===== config.mk =====
export PLATFORM = sky130hd
export DESIGN_NAME = servo_duty_ramp_easing
export DESIGN_NICKNAME = d
export VERILOG_FILES = /design/src/hw/rtl/sdr_pkg.sv /design/src/hw/rtl/sdr_div.sv /design/src/hw/rtl/sdr_seq.sv /design/src/hw/rtl/servo_duty_ramp_easing.sv
export SDC_FILE = /design/constraint.sdc
export NUM_CORES = 2
export LEC_CHECK = 0
export BUFFER_PORTS_ARGS = -buffer_cell sky130_fd_sc_hd__buf_2
export CAP_MARGIN = 10
export CORE_UTILIZATION = 39
export CTS_CLUSTER_DIAMETER = 150
export CTS_CLUSTER_SIZE = 40
export DETAILED_ROUTE_END_ITERATION = 10
export SLEW_MARGIN = 10
export SYNTH_ARGS = -nofsm -noshare
export SYNTH_HDL_FRONTEND = slang
export SYNTH_SLANG_ARGS = --single-unit

===== constraint.sdc =====
create_clock -name i_clk -period 8.27 [get_ports i_clk]
set_clock_uncertainty 0.15 [all_clocks]
set_input_delay 0.4135 -clock i_clk [delete_from_list [all_inputs] [get_ports i_clk]]
set_output_delay 0.4135 -clock i_clk [all_outputs]
set_load 0.05 [all_outputs]

===== src/hw/rtl/sdr_pkg.sv =====
// Shared types and constants of the servo duty ramp with quadratic easing.
// Used by sdr_div, sdr_seq and servo_duty_ramp_easing; depends on nothing.
package sdr_pkg;

    // Request opcodes
    localparam logic [1:0] OP_TICK = 2'd0;
    localparam logic [1:0] OP_SET  = 2'd1;
    localparam logic [1:0] OP_STOP = 2'd2;

    // Configuration register indexes
    localparam logic [1:0] CFG_MIN_DUTY = 2'd0;
    localparam logic [1:0] CFG_MAX_DUTY = 2'd1;
    localparam logic [1:0] CFG_DEF_RAMP = 2'd2;

    localparam logic [13:0] DUTY_FULL   = 14'd10000;
    localparam logic [16:0] Q16_ONE     = 17'd65536;
    localparam logic [15:0] Q16_HALF    = 16'd32768;
    localparam logic [33:0] ROUND_HALF  = 34'd32768;
    localparam logic [4:0]  TIME_STEPS  = 5'd16;
    localparam logic [4:0]  POS_STEPS   = 5'd14;

    typedef struct packed {
        logic [1:0]  opcode;
        logic [16:0] position;
        logic [15:0] ramp_ms;
        logic        use_default;
    } t_item;

    typedef struct packed {
        logic [13:0] min_duty;
        logic [13:0] max_duty;
        logic [15:0] default_ramp_ms;
    } t_cfg;

    typedef struct packed {
        logic        ramp_done;
        logic [15:0] remaining_ms;
        logic [13:0] target_position;
        logic [13:0] current_position;
        logic        ramping;
        logic [13:0] duty;
    } t_result;

    // Divider start request and number of quotient bits to produce
    typedef struct packed {
        logic       start;
        logic [4:0] steps;
    } t_div_cmd;

endpackage


===== src/hw/rtl/sdr_div.sv =====
// Restoring divider, one quotient bit per cycle, shared by the ramp sequencer.
// Depends on sdr_pkg.
module sdr_div #(
    parameter int DW = 16
) (
    input  logic            i_clk,
    input  logic            i_rst_n,
    input  sdr_pkg::t_div_cmd i_cmd,
    input  logic [DW-1:0]   i_rem,
    input  logic [15:0]     i_lo,
    input  logic [DW-1:0]   i_den,
    output logic            o_done,
    output logic [15:0]     o_quot
);
    import sdr_pkg::*;

    logic [DW-1:0] r_rem, r_den;
    logic [15:0]   r_lo, r_q;
    logic [4:0]    r_cnt;
    logic          r_busy, r_fin;
    logic [DW:0]   trial, diff;
    logic          ge;

    // Bring down the next numerator bit and try the subtract
    always_comb begin
        trial = {r_rem, r_lo[15]};
        diff  = trial - {1'b0, r_den};
        ge    = (trial >= {1'b0, r_den});
    end

    always_ff @(posedge i_clk) begin
        if (!i_rst_n) begin
            r_busy <= 1'b0;
            r_fin  <= 1'b0;
            r_cnt  <= '0;
        end else begin
            r_fin <= 1'b0;
            if (i_cmd.start) begin
                r_busy <= 1'b1;
                r_cnt  <= i_cmd.steps;
            end else if (r_busy) begin
                r_cnt <= r_cnt - 5'd1;
                if (r_cnt == 5'd1) begin
                    r_busy <= 1'b0;
                    r_fin  <= 1'b1;
                end
            end
        end
    end

    // Datapath: load, then shift one bit per cycle
    always_ff @(posedge i_clk) begin
        if (i_cmd.start) begin
            r_rem <= i_rem;
            r_lo  <= i_lo;
            r_den <= i_den;
            r_q   <= '0;
        end else if (r_busy) begin
            r_rem <= ge ? diff[DW-1:0] : trial[DW-1:0];
            r_lo  <= {r_lo[14:0], 1'b0};
            r_q   <= {r_q[14:0], ge};
        end
    end

    assign o_done = r_fin;
    assign o_quot = r_q;

endmodule


===== src/hw/rtl/sdr_seq.sv =====
// Ramp sequencer: ramp state, shared multiplier and control of the shared divider.
// Depends on sdr_pkg and sdr_div.
module sdr_seq #(
    parameter int TIME_BITS = 16
) (
    input  logic              i_clk,
    input  logic              i_rst_n,
    input  logic              i_start,
    input  sdr_pkg::t_item    i_item,
    input  sdr_pkg::t_cfg     i_cfg,
    output logic              o_idle,
    output logic              o_done,
    output sdr_pkg::t_result  o_result
);
    import sdr_pkg::*;

    localparam int DW = (TIME_BITS > 14) ? TIME_BITS : 14;
    localparam int LW = (TIME_BITS > 16) ? TIME_BITS : 16;
    localparam logic [TIME_BITS-1:0] TMAX = {TIME_BITS{1'b1}};
    localparam logic [LW-1:0] TMAX_W = LW'(TMAX);

    typedef enum logic [13:0] {
        S_IDLE  = 14'b00000000000001,
        S_TICK  = 14'b00000000000010,
        S_TDIV  = 14'b00000000000100,
        S_EMUL  = 14'b00000000001000,
        S_EASE  = 14'b00000000010000,
        S_LMUL  = 14'b00000000100000,
        S_LERP  = 14'b00000001000000,
        S_SETUP = 14'b00000010000000,
        S_SMUL  = 14'b00000100000000,
        S_SET   = 14'b00001000000000,
        S_PCHK  = 14'b00010000000000,
        S_PMUL  = 14'b00100000000000,
        S_PDIV  = 14'b01000000000000,
        S_PWAIT = 14'b10000000000000
    } t_state;

    t_state r_state;
    t_item  r_item;
    logic [13:0] r_cur, r_start, r_tgt, r_pos_cur, r_pos_tgt;
    logic [TIME_BITS-1:0] r_el, r_len;
    logic r_act, r_done_flag, r_psel, r_fin;
    logic [16:0] r_ma, r_mb;
    logic [33:0] r_prod;
    logic [15:0] r_t;

    logic [TIME_BITS-1:0] el_inc, len_sat;
    logic [LW-1:0] len_ext, rem_full;
    logic [15:0] len_sel;
    logic [16:0] pos_c, ease_e;
    logic [33:0] rnd;
    logic [13:0] d_rnd, set_duty, pd, span;
    logic [27:0] num;
    logic [16:0] sq_op;
    t_div_cmd div_cmd;
    logic [DW-1:0] div_rem, div_den;
    logic [15:0] div_lo, div_q;
    logic div_done;

    sdr_div #(.DW(DW)) u_div (
        .i_clk   (i_clk),
        .i_rst_n (i_rst_n),
        .i_cmd   (div_cmd),
        .i_rem   (div_rem),
        .i_lo    (div_lo),
        .i_den   (div_den),
        .o_done  (div_done),
        .o_quot  (div_q)
    );

    // Shared multiplier, one product per cycle
    always_ff @(posedge i_clk) begin
        r_prod <= 34'(r_ma) * 34'(r_mb);
    end

    // Arithmetic around the shared units
    always_comb begin
        el_inc   = (r_el != TMAX) ? r_el + 1'b1 : r_el;
        len_sel  = r_item.use_default ? i_cfg.default_ramp_ms : r_item.ramp_ms;
        len_ext  = LW'(len_sel);
        len_sat  = (len_ext > TMAX_W) ? TMAX : len_ext[TIME_BITS-1:0];
        rem_full = LW'(r_len) - LW'(r_el);
        pos_c    = (r_item.position > Q16_ONE) ? Q16_ONE : r_item.position;
        rnd      = r_prod + ROUND_HALF;
        d_rnd    = rnd[29:16];
        ease_e   = (r_t < Q16_HALF) ? r_prod[31:15] : Q16_ONE - r_prod[31:15];
        sq_op    = (r_t < Q16_HALF) ? 17'(r_t) : Q16_ONE - 17'(r_t);
        set_duty = (i_cfg.max_duty >= i_cfg.min_duty) ? i_cfg.min_duty + d_rnd
                                                      : i_cfg.min_duty - d_rnd;
        if (set_duty > DUTY_FULL) begin
            set_duty = DUTY_FULL;
        end
        span = i_cfg.max_duty - i_cfg.min_duty;
        pd   = r_psel ? r_tgt : r_cur;
        num  = r_prod[27:0] + 28'(span[13:1]);
    end

    // Divider requests: ramp progress or duty-to-position
    always_comb begin
        div_cmd = '0;
        div_rem = DW'(el_inc);
        div_lo  = '0;
        div_den = DW'(r_len);
        if (r_state == S_TICK && r_act && el_inc < r_len) begin
            div_cmd.start = 1'b1;
            div_cmd.steps = TIME_STEPS;
        end else if (r_state == S_PDIV) begin
            div_cmd.start = 1'b1;
            div_cmd.steps = POS_STEPS;
            div_rem       = DW'(num[27:14]);
            div_lo        = {num[13:0], 2'b00};
            div_den       = DW'(span);
        end
    end

    // Sequencer
    always_ff @(posedge i_clk) begin
        if (!i_rst_n) begin
            r_state     <= S_IDLE;
            r_cur       <= '0;
            r_start     <= '0;
            r_tgt       <= '0;
            r_el        <= '0;
            r_len       <= '0;
            r_act       <= 1'b0;
            r_done_flag <= 1'b0;
            r_psel      <= 1'b0;
            r_fin       <= 1'b0;
        end else begin
            r_fin <= 1'b0;
            unique case (r_state)
                S_IDLE: begin
                    if (i_start) begin
                        r_item      <= i_item;
                        r_done_flag <= 1'b0;
                        r_psel      <= 1'b0;
                        priority case (i_item.opcode)
                            OP_TICK: r_state <= S_TICK;
                            OP_SET:  r_state <= S_SETUP;
                            OP_STOP: begin
                                r_cur   <= '0;
                                r_act   <= 1'b0;
                                r_state <= S_PCHK;
                            end
                            default: r_state <= S_PCHK;
                        endcase
                    end
                end
                S_TICK: begin
                    if (!r_act) begin
                        r_state <= S_PCHK;
                    end else if (el_inc >= r_len) begin
                        r_el        <= el_inc;
                        r_cur       <= r_tgt;
                        r_act       <= 1'b0;
                        r_done_flag <= 1'b1;
                        r_state     <= S_PCHK;
                    end else begin
                        r_el    <= el_inc;
                        r_state <= S_TDIV;
                    end
                end
                S_TDIV: begin
                    if (div_done) begin
                        r_t     <= div_q;
                        r_state <= S_EMUL;
                    end
                end
                S_EMUL: begin
                    // operands for the square go in this cycle
                    r_ma    <= sq_op;
                    r_mb    <= sq_op;
                    r_state <= S_EASE;
                end
                S_EASE: begin
                    r_state <= S_LMUL;
                end
                S_LMUL: begin
                    r_ma    <= (r_tgt >= r_start) ? 17'(r_tgt - r_start)
                                                  : 17'(r_start - r_tgt);
                    r_mb    <= ease_e;
                    r_state <= S_LERP;
                end
                S_LERP: begin
                    r_state <= S_SMUL;
                    r_psel  <= 1'b1;
                end
                S_SETUP: begin
                    r_ma    <= (i_cfg.max_duty >= i_cfg.min_duty)
                               ? 17'(i_cfg.max_duty - i_cfg.min_duty)
                               : 17'(i_cfg.min_duty - i_cfg.max_duty);
                    r_mb    <= pos_c;
                    r_state <= S_SMUL;
                end
                S_SMUL: begin
                    r_state <= S_SET;
                end
                S_SET: begin
                    if (r_psel) begin
                        // eased lerp result from the tick path
                        r_cur <= (r_tgt >= r_start) ? r_start + d_rnd : r_start - d_rnd;
                        r_psel <= 1'b0;
                    end else if (len_sat == '0) begin
                        r_cur <= set_duty;
                        r_act <= 1'b0;
                    end else begin
                        r_start <= r_cur;
                        r_tgt   <= set_duty;
                        r_el    <= '0;
                        r_len   <= len_sat;
                        r_act   <= 1'b1;
                    end
                    r_state <= S_PCHK;
                end
                S_PCHK: begin
                    if (i_cfg.max_duty <= i_cfg.min_duty || pd <= i_cfg.min_duty ||
                        pd >= i_cfg.max_duty) begin
                        if (r_psel) begin
                            r_pos_tgt <= (i_cfg.max_duty > i_cfg.min_duty &&
                                          pd >= i_cfg.max_duty) ? DUTY_FULL : '0;
                            r_fin     <= 1'b1;
                            r_state   <= S_IDLE;
                        end else begin
                            r_pos_cur <= (i_cfg.max_duty > i_cfg.min_duty &&
                                          pd >= i_cfg.max_duty) ? DUTY_FULL : '0;
                            r_psel    <= 1'b1;
                        end
                    end else begin
                        r_ma    <= 17'(pd - i_cfg.min_duty);
                        r_mb    <= 17'(DUTY_FULL);
                        r_state <= S_PMUL;
                    end
                end
                S_PMUL: begin
                    r_state <= S_PDIV;
                end
                S_PDIV: begin
                    r_state <= S_PWAIT;
                end
                S_PWAIT: begin
                    if (div_done) begin
                        if (r_psel) begin
                            r_pos_tgt <= div_q[13:0];
                            r_fin     <= 1'b1;
                            r_state   <= S_IDLE;
                        end else begin
                            r_pos_cur <= div_q[13:0];
                            r_psel    <= 1'b1;
                            r_state   <= S_PCHK;
                        end
                    end
                end
                default: r_state <= S_IDLE;
            endcase
        end
    end

    // Report the state after the request
    always_comb begin
        o_result.duty             = r_cur;
        o_result.ramping          = r_act;
        o_result.current_position = r_pos_cur;
        o_result.target_position  = r_act ? r_pos_tgt : '0;
        o_result.remaining_ms     = r_act ? rem_full[15:0] : '0;
        o_result.ramp_done        = r_done_flag;
    end

    assign o_idle = (r_state == S_IDLE) && !r_fin;
    assign o_done = r_fin;

endmodule


===== src/hw/rtl/servo_duty_ramp_easing.sv =====
// Servo duty ramp top level: stream ports, configuration registers, result register.
// Depends on sdr_pkg and sdr_seq.

// Takes one request at a time (tick, set position, stop) and returns one result
// per request. A tick while ramping that does not end the ramp waits on the
// shared divider for the ramp progress and uses the shared multiplier twice for
// the easing. A set position uses the multiplier once. Every request then
// converts the current and target duty back to a position. A duty strictly
// inside the configured range uses the shared divider (14 quotient bits); one at
// or beyond a range end skips the divider. The input is not ready until the
// previous result has been taken, so a new request is not accepted before the
// last one is through. Configuration writes are always accepted and belong in
// idle periods.
module servo_duty_ramp_easing #(
    parameter int TIME_BITS = 16
) (
    input  logic        i_clk,
    input  logic        i_rst_n,
    input  logic        i_s_tvalid,
    output logic        o_s_tready,
    // [16:0] position, [32:17] ramp_ms, [33] use_default, zero padded
    input  logic [39:0] i_s_tdata,
    // [1:0] opcode
    input  logic [1:0]  i_s_tuser,
    output logic        o_m_tvalid,
    input  logic        i_m_tready,
    // [13:0] duty, [14] ramping, [28:15] current_position,
    // [42:29] target_position, [58:43] remaining_ms, [59] ramp_done
    output logic [63:0] o_m_tdata,
    input  logic        i_cfg_valid,
    output logic        o_cfg_ready,
    input  logic [1:0]  i_cfg_index,
    input  logic [15:0] i_cfg_data
);
    import sdr_pkg::*;

    t_cfg    r_cfg;
    t_item   item;
    t_result seq_res, r_res;
    logic    r_m_valid, seq_idle, seq_done, s_take;

    // Unpack the request
    always_comb begin
        item.opcode      = i_s_tuser;
        item.position    = i_s_tdata[16:0];
        item.ramp_ms     = i_s_tdata[32:17];
        item.use_default = i_s_tdata[33];
    end

    assign o_s_tready  = seq_idle && !r_m_valid;
    assign s_take      = i_s_tvalid && o_s_tready;
    assign o_cfg_ready = 1'b1;

    // Configuration registers
    always_ff @(posedge i_clk) begin
        if (!i_rst_n) begin
            r_cfg.min_duty        <= 14'd500;
            r_cfg.max_duty        <= 14'd1000;
            r_cfg.default_ramp_ms <= 16'd1000;
        end else if (i_cfg_valid) begin
            priority case (i_cfg_index)
                CFG_MIN_DUTY: r_cfg.min_duty        <= i_cfg_data[13:0];
                CFG_MAX_DUTY: r_cfg.max_duty        <= i_cfg_data[13:0];
                CFG_DEF_RAMP: r_cfg.default_ramp_ms <= i_cfg_data;
                default:      r_cfg <= r_cfg;
            endcase
        end
    end

    sdr_seq #(.TIME_BITS(TIME_BITS)) u_seq (
        .i_clk    (i_clk),
        .i_rst_n  (i_rst_n),
        .i_start  (s_take),
        .i_item   (item),
        .i_cfg    (r_cfg),
        .o_idle   (seq_idle),
        .o_done   (seq_done),
        .o_result (seq_res)
    );

    // Hold the result until the downstream side takes it
    always_ff @(posedge i_clk) begin
        if (!i_rst_n) begin
            r_m_valid <= 1'b0;
        end else if (seq_done) begin
            r_m_valid <= 1'b1;
        end else if (i_m_tready) begin
            r_m_valid <= 1'b0;
        end
    end

    always_ff @(posedge i_clk) begin
        if (seq_done) begin
            r_res <= seq_res;
        end
    end

    assign o_m_tvalid = r_m_valid;
    assign o_m_tdata  = {4'b0000, r_res.ramp_done, r_res.remaining_ms,
                         r_res.target_position, r_res.current_position,
                         r_res.ramping, r_res.duty};

endmodule

==> results by group <==
Setup path
  • Data required, critical path: between 8 and 9 ns
  • Kind of critical path: reg -> reg
  • CP Launch Type: flip-flop
  • Worst Setup End Kind: flip-flop
  • WP data arrival: 7.42 ns
  • Crit Path Max Fanout: 17
  • Worst r2r path cells: 21

Timing
  • Worst-margin pin slew: 1.199 ns
  • Final-report hold violation count: 0
  • Unrepaired setup endpoints after global routing: no
  • Period utilisation layout: a little under nine tenths
  • Minimum clock period: about 7.1 ns
  • Setup violators final: 0
  • Slew HR: between 20% and 30%
  • Fmax: about 0.14 GHz
  • Total negative slack: 0 ns
  • Final Max Tran Viols: 0

Drt
  • DRT iter0 DRCs: roughly 2.1k
  • WL final: about 99 mm
  • Routed len/inst: about 20 um
  • Via Count: roughly 26k
  • Routed Antenna Nets: 0
  • TritonRoute pass-1 iters: 6
  • Via density: between 5 and 6
  • DRC Markers: 0

Yosys
  • Top FF cell, synth: edfxtp_1
  • Post-synthesis cell type count: 94
  • Synth top area share: between 10% and 20%
  • Synthesized cell area: 34030 um2
  • Seq/Total Area, Yosys: 30.53%
  • Synthesized instance count: between 3k and 4k
  • Yosys reg bits: a little over 400
  • Synth async-reset ratio: 0%
  • Synth area leaders: edfxtp_1 19%, fa_1 14%, dfxtp_1 11%
  • Post-synth EDFFs: ~220
  • Leading area contributor after synthesis: edfxtp_1
  • Most common cell in the netlist: inv_1
  • Synth Area per Inst: slightly above 9 um2
  • Leading cell types by count after synthesis: 458 x inv_1, 450 x nand2_1, 278 x ha_1, 233 x fa_1, 218 x edfxtp_1
  • Synth Warn #: 0

Cells and area
  • Fin area: around 37000 um2
  • Area of the multi-input gates: roughly 21000 um2
  • Share of cells above drive strength 1: under 10%
  • Final net count: about 4.4k
  • Ant. Diodes: 0
  • Post-Layout Cell Count: 4932
  • Syn-to-layout area delta: 8.243%
  • Register area: roughly 10000 um2
  • Fill count: ~8.4k

Hold path
  • Type of the worst min-delay path: in -> reg
  • Hold Path Cell Cnt: 4

Place
  • DP Area: around 36000 um2
  • Placer congestion estimate: approximately 0.95
  • DP Cell Count: between 4k and 5k
  • Detailed Place HPWL: between 70 and 80 mm
  • IO buf count: 120

Clock tree
  • Post-CTS setup buffers: 0
  • CTS root buf: clkbuf_16
  • Clock Sinks: between 400 and 500
  • Num CTS Buffers: 16
  • Reg clk slew, reported paths: ~0.16 ns
  • CTS H-Tree Depth: 1
  • Cts repair resizes: 0
  • Largest buffer count on any clock path: 3
  • Worst-skew pair later-pin latency: approximately 0.60 ns
  • TritonCTS clock tree: yes

Floorplanning
  • Die ar.: 88450 um2
  • I/O pin count: between 100 and 150
  • Die width: just under 300 um
  • Placement Rows: 107
  • Core area: 85820 um2
  • Initial Util: 39.66%
  • Die height: about 300 um

GRT
  • Initial antenna violation count: 1
  • GRT Residual Overflow: 0
  • GRT Total Usage: between 20% and 30%
  • First-pass GRT wire length: 153.7 mm
  • Vias in the first global route: about 26k
  • Largest net degree at the start of global routing: 63

Status
  • Status: finished clean

Pwr
  • Lkg Pwr: ~16 nW
  • PwrDens: ~320 nW/um2
  • Max VDD drop: 0.0004866 V

Flow run
  • Max cap viols: 0
==> state kept, by name, indices dropped and copies added (netlist names), 17 cells and up <==
name	count
o_m_tdata	60
r_cfg	44
u_seq.r_item	34
u_seq.r_prod	32
u_seq.r_ma	17
u_seq.r_mb	17
==> per-stage QoR <==
stage               utilization [%]  setup WS [ns]  hold slack, ns  power, mW
CTS                           42.93          1.173         0.05815      11.97
global placement              41.62          1.272          0.2528      10.69
global route                  42.93         0.7900          0.1078      13.18
detailed placement            41.62          1.285          0.2545      10.67
finish                        42.93          1.215          0.1011      11.95
floorplan                         -          1.865          0.2503      8.720
==> per-layer routing <==
metal,vias up,wire (um),GRT usage [%]
li1,12660,-,-
met1,12730,44650,31.56
met2,843,43740,35.14
met3,111,7046,3.243
met4,0,3109,6.738
met5,-,0,0
==> report_power, final <==
group	switching, mW	leakage, nW	internal (mW)
clock network	0.727	0.274	0.428
registers	0.253	3.55	2.38
logic	4.72	11.9	3.45
==> layout make-up <==
type / count / share of cell area, %
clock inverter: 6 / 0.3600
sequential: 410 / 28.21
clock buffer: 22 / 1.206
timing repair buffer: 208 / 3.791
tap: 1144 / 3.886
inverter: 461 / 4.701
multi-input combinational: 2681 / 57.84
==> worst max-delay path: stages (launching register included) <==
cell      delay (ns)
edfxtp_1        0.96
nand2_1         0.18
fa_1            0.58
inv_1           0.05
fa_1            0.47
fa_1            0.55
fa_1            0.56
fa_1            0.57
inv_1           0.06
fa_1            0.54
inv_1           0.04
ha_1            0.37
a21o_1          0.19
a221o_1         0.36
a21oi_1         0.15
o21a_1          0.16
o21ai_0         0.12
o21ai_0         0.25
a21oi_1         0.14
a21o_1          0.20
a21oi_1         0.17
xnor2_1         0.13
==> logic make-up after synthesis <==
family / after synthesis / share of synthesized area, %
simple gates: 1163 / 16.77
compound gates: 679 / 12.96
buf+inv: 626 / 7.081
fa+ha+maj: 511 / 23.93
flops: 410 / 30.53
xor+xnor: 236 / 6.074
mux: 87 / 2.640
other cells: 2 / 0.02207
==> cells in the final DEF, fill, tap and decap left out, drive strengths merged, types with 25 or more instances in the layout <==
cell	instances
a22oi	27
xnor2	166
nor3	56
inv	460
nand2	450
nand4	35
a21o	69
dlygate4sd3	54
o21ai	139
a21oi	205
nor2	206
nand2b	25
xor2	70
buf	154
nand3	68
ha	278
edfxtp	218
fa	233
dfxtp	192
o211ai	28
mux2i	65
nor4	35
and2	161
a211oi	42
nor2b	31
==> what timing repair did <==
action,in CTS,in global routing
endpoints found under the setup margin,0,0
hold buffers,54,0
endpoints found under the hold margin,80,0
==> worst paths after layout <==
kind,from,to,slack [ns]
hold reg to reg,u_seq.r_pos_cur[5]$_DFFE_PP_,o_m_tdata[20]$_DFFE_PP_,0.27
setup reg to reg,u_seq.r_mb[13]$_DFFE_PP_,u_seq.r_prod[31]$_DFF_P_,1.22
hold / removal,i_s_tvalid,u_seq.r_state[0]$_SDFFE_PN1P_,0.10
setup / recovery,u_seq.r_mb[13]$_DFFE_PP_,u_seq.r_prod[31]$_DFF_P_,1.22
(Power assumes the default switching activity.)
